<file path="src/hw/rtl/quadrature_position_speed_defines.svh">
// assertion macros for the quadrature position and speed block
`ifndef QUADRATURE_POSITION_SPEED_DEFINES_SVH
`define QUADRATURE_POSITION_SPEED_DEFINES_SVH

// same-cycle implication, checked outside reset
`define QPS_ASSERT_NOW(label, ante, cons, msg) \
  label: assert property (@(posedge clk) disable iff (rst) (ante) |-> (cons)) else $error(msg);

// next-cycle implication, checked outside reset
`define QPS_ASSERT_NEXT(label, ante, cons, msg) \
  label: assert property (@(posedge clk) disable iff (rst) (ante) |=> (cons)) else $error(msg);

`endif

</file>
<file path="src/hw/rtl/qps_pkg.sv">
package qps_pkg;

  localparam int COUNT_WIDTH = 32;
  localparam int IV_W = 20;
  localparam int MAG_W = 32;
  localparam int PROD_W = MAG_W + IV_W;
  localparam int QUO_W = 33;
  localparam int HI_W = PROD_W - QUO_W;
  localparam int REM_W = IV_W + 1;
  localparam int STEP_CNT_W = $clog2(QUO_W + 1);
  localparam logic [IV_W-1:0] IV_RESET = IV_W'(10000);
  localparam logic [IV_W-1:0] SPEED_SCALE = IV_W'(1000000);
  localparam logic [31:0] SPEED_MAX = 32'h7fff_ffff;
  localparam logic [31:0] SPEED_MIN = 32'h8000_0000;

  typedef enum logic [1:0] {
    CMD_SAMPLE = 2'd0,
    CMD_TICK   = 2'd1,
    CMD_SET    = 2'd2,
    CMD_NONE   = 2'd3
  } cmd_t;

  typedef enum logic [1:0] {
    STEP_NONE,
    STEP_UP,
    STEP_DOWN
  } step_t;

  typedef enum logic [2:0] {
    ST_IDLE,
    ST_MULTIPLY,
    ST_LOAD,
    ST_DIVIDE,
    ST_SATURATE,
    ST_PUBLISH
  } state_t;

  typedef struct packed {
    cmd_t               command;
    logic               pin_a;
    logic               pin_b;
    logic signed [31:0] new_position;
  } qps_in_t;

  typedef struct packed {
    logic signed [31:0] live_count;
    logic signed [31:0] position;
    logic signed [31:0] speed;
  } qps_out_t;

  typedef struct packed {
    logic take_sample;
    logic take_tick;
    logic take_set;
    logic mult;
    logic load;
    logic div_step;
    logic saturate;
    logic publish;
  } ctl_t;

  typedef struct packed {
    logic div_last;
    logic slot_free;
  } sts_t;

  // transition code is {previous a, previous b, a, b}
  function automatic step_t qps_step(input logic [3:0] code);
    step_t s;
    unique case (code)
      4'b1101, 4'b0100, 4'b0010, 4'b1011: s = STEP_UP;
      4'b1110, 4'b0111, 4'b0001, 4'b1000: s = STEP_DOWN;
      default:                            s = STEP_NONE;
    endcase
    return s;
  endfunction

endpackage

</file>
<file path="src/hw/rtl/qps_datapath.sv">
module qps_datapath
  import qps_pkg::*;
(
  input  logic            clk,
  input  logic            rst,
  input  logic            cfg_we,
  input  logic [IV_W-1:0] cfg_wdata,
  input  qps_in_t         in_data,
  input  ctl_t            ctl,
  output sts_t            sts,
  input  logic            out_ready,
  output logic            out_valid,
  output qps_out_t        out_data
);

  logic [IV_W-1:0]        iv;
  logic [1:0]             pair;
  logic [COUNT_WIDTH-1:0] count;
  logic [COUNT_WIDTH-1:0] prev;
  logic [COUNT_WIDTH-1:0] pos;
  logic [31:0]            speed;

  logic [MAG_W-1:0]       mag32;
  logic                   mag_ovf;
  logic                   neg;
  logic [PROD_W-1:0]      product;
  logic [REM_W-1:0]       rem;
  logic [QUO_W-1:0]       quo;
  logic                   ovf;
  logic [STEP_CNT_W-1:0]  step_cnt;

  logic [IV_W-1:0]        iv_eff;
  logic [COUNT_WIDTH-1:0] delta;
  logic [COUNT_WIDTH-1:0] mag;
  logic [63:0]            mag_wide;
  logic [HI_W-1:0]        prod_hi;
  logic [REM_W-1:0]       trial;
  logic                   trial_ge;
  logic                   q_big;
  logic [31:0]            speed_next;
  step_t                  step;
  logic [COUNT_WIDTH-1:0] set_value;

  assign iv_eff    = (iv == '0) ? IV_W'(1) : iv;
  assign delta     = count - prev;
  assign mag       = delta[COUNT_WIDTH-1] ? (~delta + COUNT_WIDTH'(1)) : delta;
  assign mag_wide  = 64'(mag);
  assign prod_hi   = product[PROD_W-1 -: HI_W];
  assign trial     = {rem[REM_W-2:0], quo[QUO_W-1]};
  assign trial_ge  = trial >= REM_W'(iv_eff);
  assign q_big     = |quo[QUO_W-1:31];
  assign step      = qps_step({pair, in_data.pin_a, in_data.pin_b});
  assign set_value = COUNT_WIDTH'(in_data.new_position);

  always_comb begin
    if (ovf || q_big) begin
      speed_next = neg ? SPEED_MIN : SPEED_MAX;
    end else if (neg) begin
      speed_next = ~quo[31:0] + 32'd1;
    end else begin
      speed_next = quo[31:0];
    end
  end

  assign sts.div_last  = step_cnt == STEP_CNT_W'(1);
  assign sts.slot_free = !out_valid || out_ready;

  always_ff @(posedge clk) begin
    if (rst) begin
      iv    <= IV_RESET;
      pair  <= '0;
      count <= '0;
      prev  <= '0;
      pos   <= '0;
      speed <= '0;
    end else begin
      if (cfg_we) begin
        iv <= cfg_wdata;
      end
      if (ctl.take_sample) begin
        pair <= {in_data.pin_a, in_data.pin_b};
        unique case (step)
          STEP_UP:   count <= count + COUNT_WIDTH'(1);
          STEP_DOWN: count <= count - COUNT_WIDTH'(1);
          default:   count <= count;
        endcase
      end
      if (ctl.take_tick) begin
        pos  <= count;
        prev <= count;
      end
      if (ctl.take_set) begin
        count <= set_value;
        prev  <= set_value;
        pos   <= set_value;
      end
      if (ctl.saturate) begin
        speed <= speed_next;
      end
    end
  end

  // speed arithmetic
  always_ff @(posedge clk) begin
    if (ctl.take_tick) begin
      mag32   <= mag_wide[MAG_W-1:0];
      mag_ovf <= |mag_wide[63:MAG_W];
      neg     <= delta[COUNT_WIDTH-1];
    end
    if (ctl.mult) begin
      product <= PROD_W'(mag32) * PROD_W'(SPEED_SCALE);
    end
    if (ctl.load) begin
      rem      <= REM_W'(prod_hi);
      quo      <= product[QUO_W-1:0];
      ovf      <= mag_ovf || (REM_W'(prod_hi) >= REM_W'(iv_eff));
      step_cnt <= STEP_CNT_W'(QUO_W);
    end
    if (ctl.div_step) begin
      rem      <= trial_ge ? (trial - REM_W'(iv_eff)) : trial;
      quo      <= {quo[QUO_W-2:0], trial_ge};
      step_cnt <= step_cnt - STEP_CNT_W'(1);
    end
  end

  always_ff @(posedge clk) begin
    if (rst) begin
      out_valid <= 1'b0;
    end else if (ctl.publish) begin
      out_valid <= 1'b1;
    end else if (out_ready) begin
      out_valid <= 1'b0;
    end
  end

  always_ff @(posedge clk) begin
    if (ctl.publish) begin
      out_data.live_count <= 32'($signed(count));
      out_data.position   <= 32'($signed(pos));
      out_data.speed      <= speed;
    end
  end

endmodule

</file>
<file path="src/hw/rtl/qps_controller.sv">
`include "quadrature_position_speed_defines.svh"

module qps_controller
  import qps_pkg::*;
(
  input  logic clk,
  input  logic rst,
  input  logic in_valid,
  input  cmd_t command,
  input  sts_t sts,
  output logic in_ready,
  output ctl_t ctl
);

  state_t state;
  state_t state_next;
  logic   take;

  assign take = in_valid && in_ready;

  always_ff @(posedge clk) begin
    if (rst) begin
      state <= ST_IDLE;
    end else begin
      state <= state_next;
    end
  end

  always_comb begin
    state_next = state;
    unique case (state)
      ST_IDLE: begin
        if (in_valid) begin
          state_next = (command == CMD_TICK) ? ST_MULTIPLY : ST_PUBLISH;
        end
      end
      ST_MULTIPLY: state_next = ST_LOAD;
      ST_LOAD:     state_next = ST_DIVIDE;
      ST_DIVIDE: begin
        if (sts.div_last) begin
          state_next = ST_SATURATE;
        end
      end
      ST_SATURATE: state_next = ST_PUBLISH;
      ST_PUBLISH: begin
        if (sts.slot_free) begin
          state_next = ST_IDLE;
        end
      end
      default:     state_next = ST_IDLE;
    endcase
  end

  always_comb begin
    in_ready        = state == ST_IDLE;
    ctl             = '0;
    ctl.take_sample = take && (command == CMD_SAMPLE);
    ctl.take_tick   = take && (command == CMD_TICK);
    ctl.take_set    = take && (command == CMD_SET);
    ctl.mult        = state == ST_MULTIPLY;
    ctl.load        = state == ST_LOAD;
    ctl.div_step    = state == ST_DIVIDE;
    ctl.saturate    = state == ST_SATURATE;
    ctl.publish     = (state == ST_PUBLISH) && sts.slot_free;
  end

  `QPS_ASSERT_NEXT(a_tick_starts_mult, ctl.take_tick, state == ST_MULTIPLY, "tick request did not start the multiply")
  `QPS_ASSERT_NEXT(a_div_ends, ctl.div_step && sts.div_last, state == ST_SATURATE, "divide did not end after its last step")
  `QPS_ASSERT_NOW(a_publish_free, ctl.publish, sts.slot_free, "result written over an untaken one")

endmodule

</file>
<file path="src/hw/rtl/quadrature_position_speed.sv">
// 4x quadrature decoder with position latch and speed. Each request is a pin sample, a timer
// tick or a set; every request gives one result with the live count, the latched position and
// the latched speed. A pin sample, a set or an unused command goes from the accepting cycle
// straight to the result register. A tick runs through the accepting cycle, one multiply of the
// count difference by one million, a load, a restoring divide by interval_us that makes one of
// 33 quotient bits per cycle, saturation and the result write. The next request is taken once
// the result is in the output register, so a waiting result does not stall the input until the
// following one is ready. interval_us of zero acts as one and may be written only while no
// request is in flight.
module quadrature_position_speed
  import qps_pkg::*;
(
  input  logic            clk,
  input  logic            rst,
  input  logic            cfg_we,
  input  logic [IV_W-1:0] cfg_wdata,
  input  logic            in_valid,
  output logic            in_ready,
  input  qps_in_t         in_data,
  output logic            out_valid,
  input  logic            out_ready,
  output qps_out_t        out_data
);

  ctl_t ctl;
  sts_t sts;

  qps_controller u_ctrl (
    .clk      (clk),
    .rst      (rst),
    .in_valid (in_valid),
    .command  (in_data.command),
    .sts      (sts),
    .in_ready (in_ready),
    .ctl      (ctl)
  );

  qps_datapath u_dp (
    .clk       (clk),
    .rst       (rst),
    .cfg_we    (cfg_we),
    .cfg_wdata (cfg_wdata),
    .in_data   (in_data),
    .ctl       (ctl),
    .sts       (sts),
    .out_ready (out_ready),
    .out_valid (out_valid),
    .out_data  (out_data)
  );

endmodule
</file>
<file path="config.mk">
export PLATFORM = sky130hd
export DESIGN_NAME = quadrature_position_speed
export DESIGN_NICKNAME = d
export VERILOG_FILES = /design/src/hw/rtl/qps_pkg.sv /design/src/hw/rtl/qps_datapath.sv /design/src/hw/rtl/qps_controller.sv /design/src/hw/rtl/quadrature_position_speed.sv
export VERILOG_INCLUDE_DIRS = /design/src /design/src/hw/rtl
export SDC_FILE = /design/constraint.sdc
export NUM_CORES = 1
export LEC_CHECK = 0
export BUFFER_PORTS_ARGS = -buffer_cell sky130_fd_sc_hd__buf_4
export CAP_MARGIN = 15
export CELL_PAD_IN_SITES_DETAIL_PLACEMENT = 1
export CELL_PAD_IN_SITES_GLOBAL_PLACEMENT = 1
export CORE_UTILIZATION = 44
export CTS_CLUSTER_DIAMETER = 200
export CTS_CLUSTER_SIZE = 30
export DETAILED_ROUTE_END_ITERATION = 7
export GPL_TIMING_DRIVEN = 0
export MAX_ROUTING_LAYER = met4
export PLACE_DENSITY = 0.76
export SLEW_MARGIN = 20
export SYNTH_ARGS = -nofsm -noshare
export SYNTH_HDL_FRONTEND = slang
export SYNTH_SLANG_ARGS = --single-unit
</file>
<file path="constraint.sdc">
create_clock -name clk -period 6.6 [get_ports clk]
set_input_delay 1.32 -clock clk [delete_from_list [all_inputs] [get_ports clk]]
set_output_delay 1.32 -clock clk [all_outputs]
set_load 0.02 [all_outputs]
</file>
-- Word-level counts from Yosys, hierarchy flattened
Memory sizes are Yosys's and may differ from the RTL's.
Cells that the tools add are included.
- add/sub/neg operators: 7
- $mul: 1
- magnitude comparators: 2
- eq/ne operators: 13
- mux-type cells: 24
- bitwise logic cells: 2
- reduce and logical (&&, ||, !) cells: 19
- operators with widths (kind ; count):
    $mux W32 ; 7
    $add A32 B1 Y32 const B ; 3
    $mux W20 ; 4
    $mux W33 ; 2
    $not A32 Y32 ; 2
    $pmux W32 S2 ; 1
    $mul A32 B14 Y46 const B ; 1
    $sub A32 B1 Y32 const B ; 1
    $sub A32 B32 Y32 ; 1
    $mux W31 ; 1
    $ge A21 B20 Y1 ; 1
    $ge A19 B20 Y1 ; 1
    $logic_not A20 Y1 ; 1
    $sub A20 B20 Y20 ; 1
    $pmux W3 S6 ; 1
    $mux W3 ; 4
    $mux W6 ; 2
    $reduce_bool A2 Y1 ; 4
    $eq A3 B2 Y1 const B ; 2
    $eq A3 B3 Y1 const B ; 2
    $eq A6 B1 Y1 const B ; 1
    $sub A6 B1 Y6 const B ; 1
    $logic_and A1 B1 Y1 ; 5
    $eq A2 B1 Y1 const B ; 2
    other kinds (13) ; 17
- register bits: 357
- ROM bits: 32
- input port bits: 61
- output and inout port bits: 98
- word-level logic and storage cells: 87
- memories: 1
- memory list (name ; words ; bits a word ; read ports ; clocked after Yosys merged registers in ; write ports ; line ; source):
    (name not given) ; 16 ; 2 ; 1 ; 0 ; 0 ; qps_pkg.sv:70 ; unique case (code)

-- Logic depth before layout (Yosys ltp)
- depth in word-level cells: 5
- mapped depth: 24
- gate-level depth less buffers: 23

-- Modules after synthesis
A second synthesis with hierarchy kept.
- cell total of the unflattened synthesis: 2565
- area total of the unflattened synthesis: 26057.5 µm²
- modules (own cells, without submodules) (module ; instances ; cells an instance ; area an instance (µm²) ; seq. area each (µm²)):
    qps_datapath ; 1 ; 2529 ; 25792.2 ; 9439.1
    qps_controller ; 1 ; 36 ; 265.3 ; 60.1

-- Worst setup path before layout
No wires, ideal clock.
- path kind: flip-flop to flip-flop
- from: reg u_dp.mag32[1]
- to: reg u_dp.product[47] (data pin)
- library setup time: 0.266 ns
- arrival: 5.870 ns
- required time: 6.334 ns
- slack: 0.464 ns
- cell stages (with the launch flop): 25
- buffers on the path: 1
- period minus slack after synthesis: 6.136 ns
- cells stage by stage: edfxtp_1 > fa_1 > inv_1 > fa_1 > inv_1 > fa_1 > inv_1 > fa_1 > inv_1 > ha_1 > inv_1 > fa_1 > inv_1 > ha_1 > clkbuf_1 > a21o_1 > a21o_1 > a2111oi_0 > nand3_1 > a41oi_1 > o211ai_1 > nand3_1 > nor2_1 > o41ai_1 > xnor2_1
- word-level cells in the longest chain between the ends: 1
- RTL lines (element ; line ; source):
    from (decl) ; qps_datapath.sv:23 ; logic [MAG_W-1:0] mag32;
    from (signal assigned) ; qps_datapath.sv:106 ; mag32 <= mag_wide[MAG_W-1:0];
    $mul A32 B14 Y46 ; qps_datapath.sv:111 ; product <= PROD_W'(mag32) * PROD_W'(SPEED_SCALE);
    to (signal assigned) ; qps_datapath.sv:111 ;
    to (decl) ; qps_datapath.sv:26 ; logic [PROD_W-1:0] product;
Every way passes these cells.
A chain may end at the register's enable or synchronous reset.

-- Final worst setup path
- from: reg u_dp.mag32[12]
- to: reg u_dp.product[48] (data pin)
Same word-level chain as after synthesis.

==> qor.csv <==
stage,metric,value,unit
grt,antenna violations before repair,1,
timing,actual slew at the worst max-slew pin,1120,ps
logic_synthesis,syn_area_per_cell,9.58,um^2
worst_hold_path,end of the worst hold path,u_dp.out_data[15]$_DFFE_PP_,
layout,ratio of cells with drive above 1 in the final layout,8.82,%
outcome,status,"complete, no violations",
logic_synthesis,cell taking the most area after synthesis,edfxtp_1,
timing,minimum clock period,6430,ps
worst_hold_path,WHS Path Cells,0,
worst_setup_path,R2R Path End,u_dp.product[48]$_DFFE_PP_,
logic_synthesis,#FFs+latches synth,357,
worst_hold_path,Hold Path Class,reg2reg,
timing,final period utilization,97.4,%
flow_run,Max-Cap Viols,0,
layout,fin util,49.6,%
grt,grt ovf,0,
placed_design,GPL Wtd Cong,0.926,
timing,setup TNS,0,ps
detailed_routing,drt pass-1 iters,6,
floorplan,DIE AREA,0.0605,mm^2
floorplan,core area,0.0589,mm^2
logic_synthesis,most frequent cell after synthesis,nand2_1,
logic_synthesis,Post-synth EDFFs,235,
grt,Global Route Usage Sum,25.7,%
clock_tree,Root Buffer,clkbuf_16,
detailed_routing,number of vias per cell,5.63,
timing,final setup fails,0,
placed_design,Post-DP HPWL,62100,um
logic_synthesis,Syn Inst Count,2735,
floorplan,num ports,159,
logic_synthesis,Synth top cells by count,"nand2_1, inv_1, ha_1, edfxtp_1, a21oi_1",
clock_tree,CTS Buffer Depth,3,
logic_synthesis,Yosys top cell area share,26.9,%
clock_tree,CTS tree,yes,
timing,Final Skew,23.2,ps
clock_tree,clk sinks,357,
worst_setup_path,CP Data Arrival Time,6740,ps
placed_design,PortBufs,157,
logic_synthesis,distinct cell type count after synthesis,78,
clock_tree,CTS clock-pin slew for the worst setup and hold paths,120,ps
worst_setup_path,R2R cell count,21,
grt,vias in the first global route,22114,
worst_setup_path,Worst R2R Setup Slack,170,ps
floorplan,Die Height,246,um
detailed_routing,WL final,76000,um
timing,Slew headroom,25.3,%
detailed_routing,via count,20946,
logic_synthesis,post-synthesis sequential area ratio,36.2,%
timing,fmax,156,MHz
worst_setup_path,crit-path max FO,6,
clock_tree,Num CTS Buffers,15,
logic_synthesis,Synth area leaders,"edfxtp_1, ha_1, fa_1, dfxtp_1, nand2_1",
worst_setup_path,"Req. time, crit path",6910,ps
worst_setup_path,crit path launch type,register,
timing,"Hold Vio Cnt, Final",0,
timing,max-slew violations,0,
logic_synthesis,Ys Warns,0,
grt,pin count of the biggest net entering global routing,56,
detailed_routing,DRT antenna net count,0,
logic_synthesis,"Primary FF master, synth",edfxtp_1,
worst_setup_path,Setup CP Type,reg2reg,
detailed_routing,initial DRC count,1160,
layout,Synth-to-Final Area Change,11.5,%
logic_synthesis,Post-synth ARST share,0,%
detailed_routing,Routed WL per cell,20.4,um
floorplan,starting density of the core,44.5,%
worst_setup_path,RR Startpoint,u_dp.mag32[12]$_DFFE_PP_,
floorplan,row cnt,89,
logic_synthesis,Synth Cell Area,0.0262,mm^2
layout,NumNets Final,3395,
detailed_routing,drt drc,0,
floorplan,Die Width,246,um
worst_hold_path,worst hold path startpoint,u_dp.speed[15]$_SDFFE_PP0P_,
logic_synthesis,Synth Net Count,3191,
grt,first-pass GRT wire length,120000,um
clock_tree,Clock Latency Late Sink,550,ps
timing,Hold Slack,445,ps
clock_tree,H-Tree Level Count,1,
worst_setup_path,crit path capture type,register,
state kept, by name, summed over array words and instances, names as in the netlist, 20 cells and up:
name	cells
u_dp.out_data	96
u_dp.product	46
u_dp.quo	33
u_dp.count	32
u_dp.mag32	32
u_dp.prev	32
u_dp.speed	32
u_dp.iv	20
u_dp.rem	20
cell families after synthesis:
logic type | synth area share, %
simple gates | 13.2
flops | 36.2
xor+xnor | 4.88
compound gates | 15.8
fa+ha+maj | 22.8
buf+inv | 5.95
mux | 1.07
final cells by class:
class | instances | area [um^2]
Antenna cell | 1 | 2.50
Fill cell | 6719 | 29700
Sequential cell | 357 | 9500
Clock inverter | 2 | 13.8
Buffer | 97 | 434
Clock buffer | 24 | 409
Timing Repair Buffer | 189 | 1490
Tap cell | 773 | 967
Multi-Input combinational cell | 1980 | 15300
Inverter | 299 | 1140
layer usage:
metal / track usage (%) / up-vias / wire (um)
met5: - / - / 0
met3: 2.45 / 113 / 2400
met4: 8.04 / 0 / 2370
met2: 42.0 / 352 / 36600
li1: - / 9977 / -
met1: 33.5 / 10504 / 34700
worst max-delay path, cell delays in order, from the launching register on:
cell and delay, ps:
edfxtp_1 530, clkinvlp_4 270, fa_1 530, inv_1 60
fa_1 530, fa_1 580, fa_1 420, ha_1 300
inv_1 60, fa_1 500, inv_1 50, ha_2 320
a21o_1 170, a21oi_1 150, nor2_1 80, o41a_1 360
a31o_2 270, a211o_1 290, o221ai_4 220, nor2_1 110
a221oi_2 280, xnor2_1 110
stage by stage:
step | area, um^2 | worst slack [ps] | instances
after floorplan | 26200 | 464 | 2735
after global placement | 28400 | -878 | 3665
after detailed placement | 28500 | -255 | 3674
after CTS | 29000 | 34.0 | 3704
after global routing | 29200 | -103 | 3721
final | 29200 | 172 | 3722
repair_timing:
item,CTS,global route
setup buffers,4,19
gates resized for setup,4,21
hold buffers,0,0
pin swaps,0,2
endpoints found under the setup margin,11,11
layout by cell type (no fill, tap or decap), types with 122 or more instances in the layout:
cell | netlist | final
a21oi_1 | 212 | 211
buf_4 | 2 | 186
dfxtp_1 | 122 | 122
edfxtp_1 | 235 | 235
fa_1 | 138 | 138
ha_1 | 257 | 256
inv_1 | 299 | 293
nand2_1 | 307 | 307
nor2_1 | 190 | 188
o21ai_0 | 126 | 125
how the worst max path moves through the flow:
stage	start	to	slack, ps	depth (start not counted)
6_report	u_dp.mag32[12]$_DFFE_PP_	u_dp.product[48]$_DFFE_PP_	170	21
3_3_place_gp	out_ready	u_dp.out_data[66]$_DFFE_PP_	-880	3
2_1_floorplan	u_dp.mag32[1]$_DFFE_PP_	u_dp.product[47]$_DFFE_PP_	460	24
4_1_cts	u_dp.mag32[14]$_DFFE_PP_	u_dp.product[46]$_DFFE_PP_	30	19
3_5_place_dp	u_dp.mag32[1]$_DFFE_PP_	u_dp.product[46]$_DFFE_PP_	-260	24
5_1_grt	u_dp.mag32[12]$_DFFE_PP_	u_dp.product[48]$_DFFE_PP_	-100	21
Power is left out: the tool's default activity adds up to more than one toggle a clock period on the data nets, which glitch-free logic cannot reach.
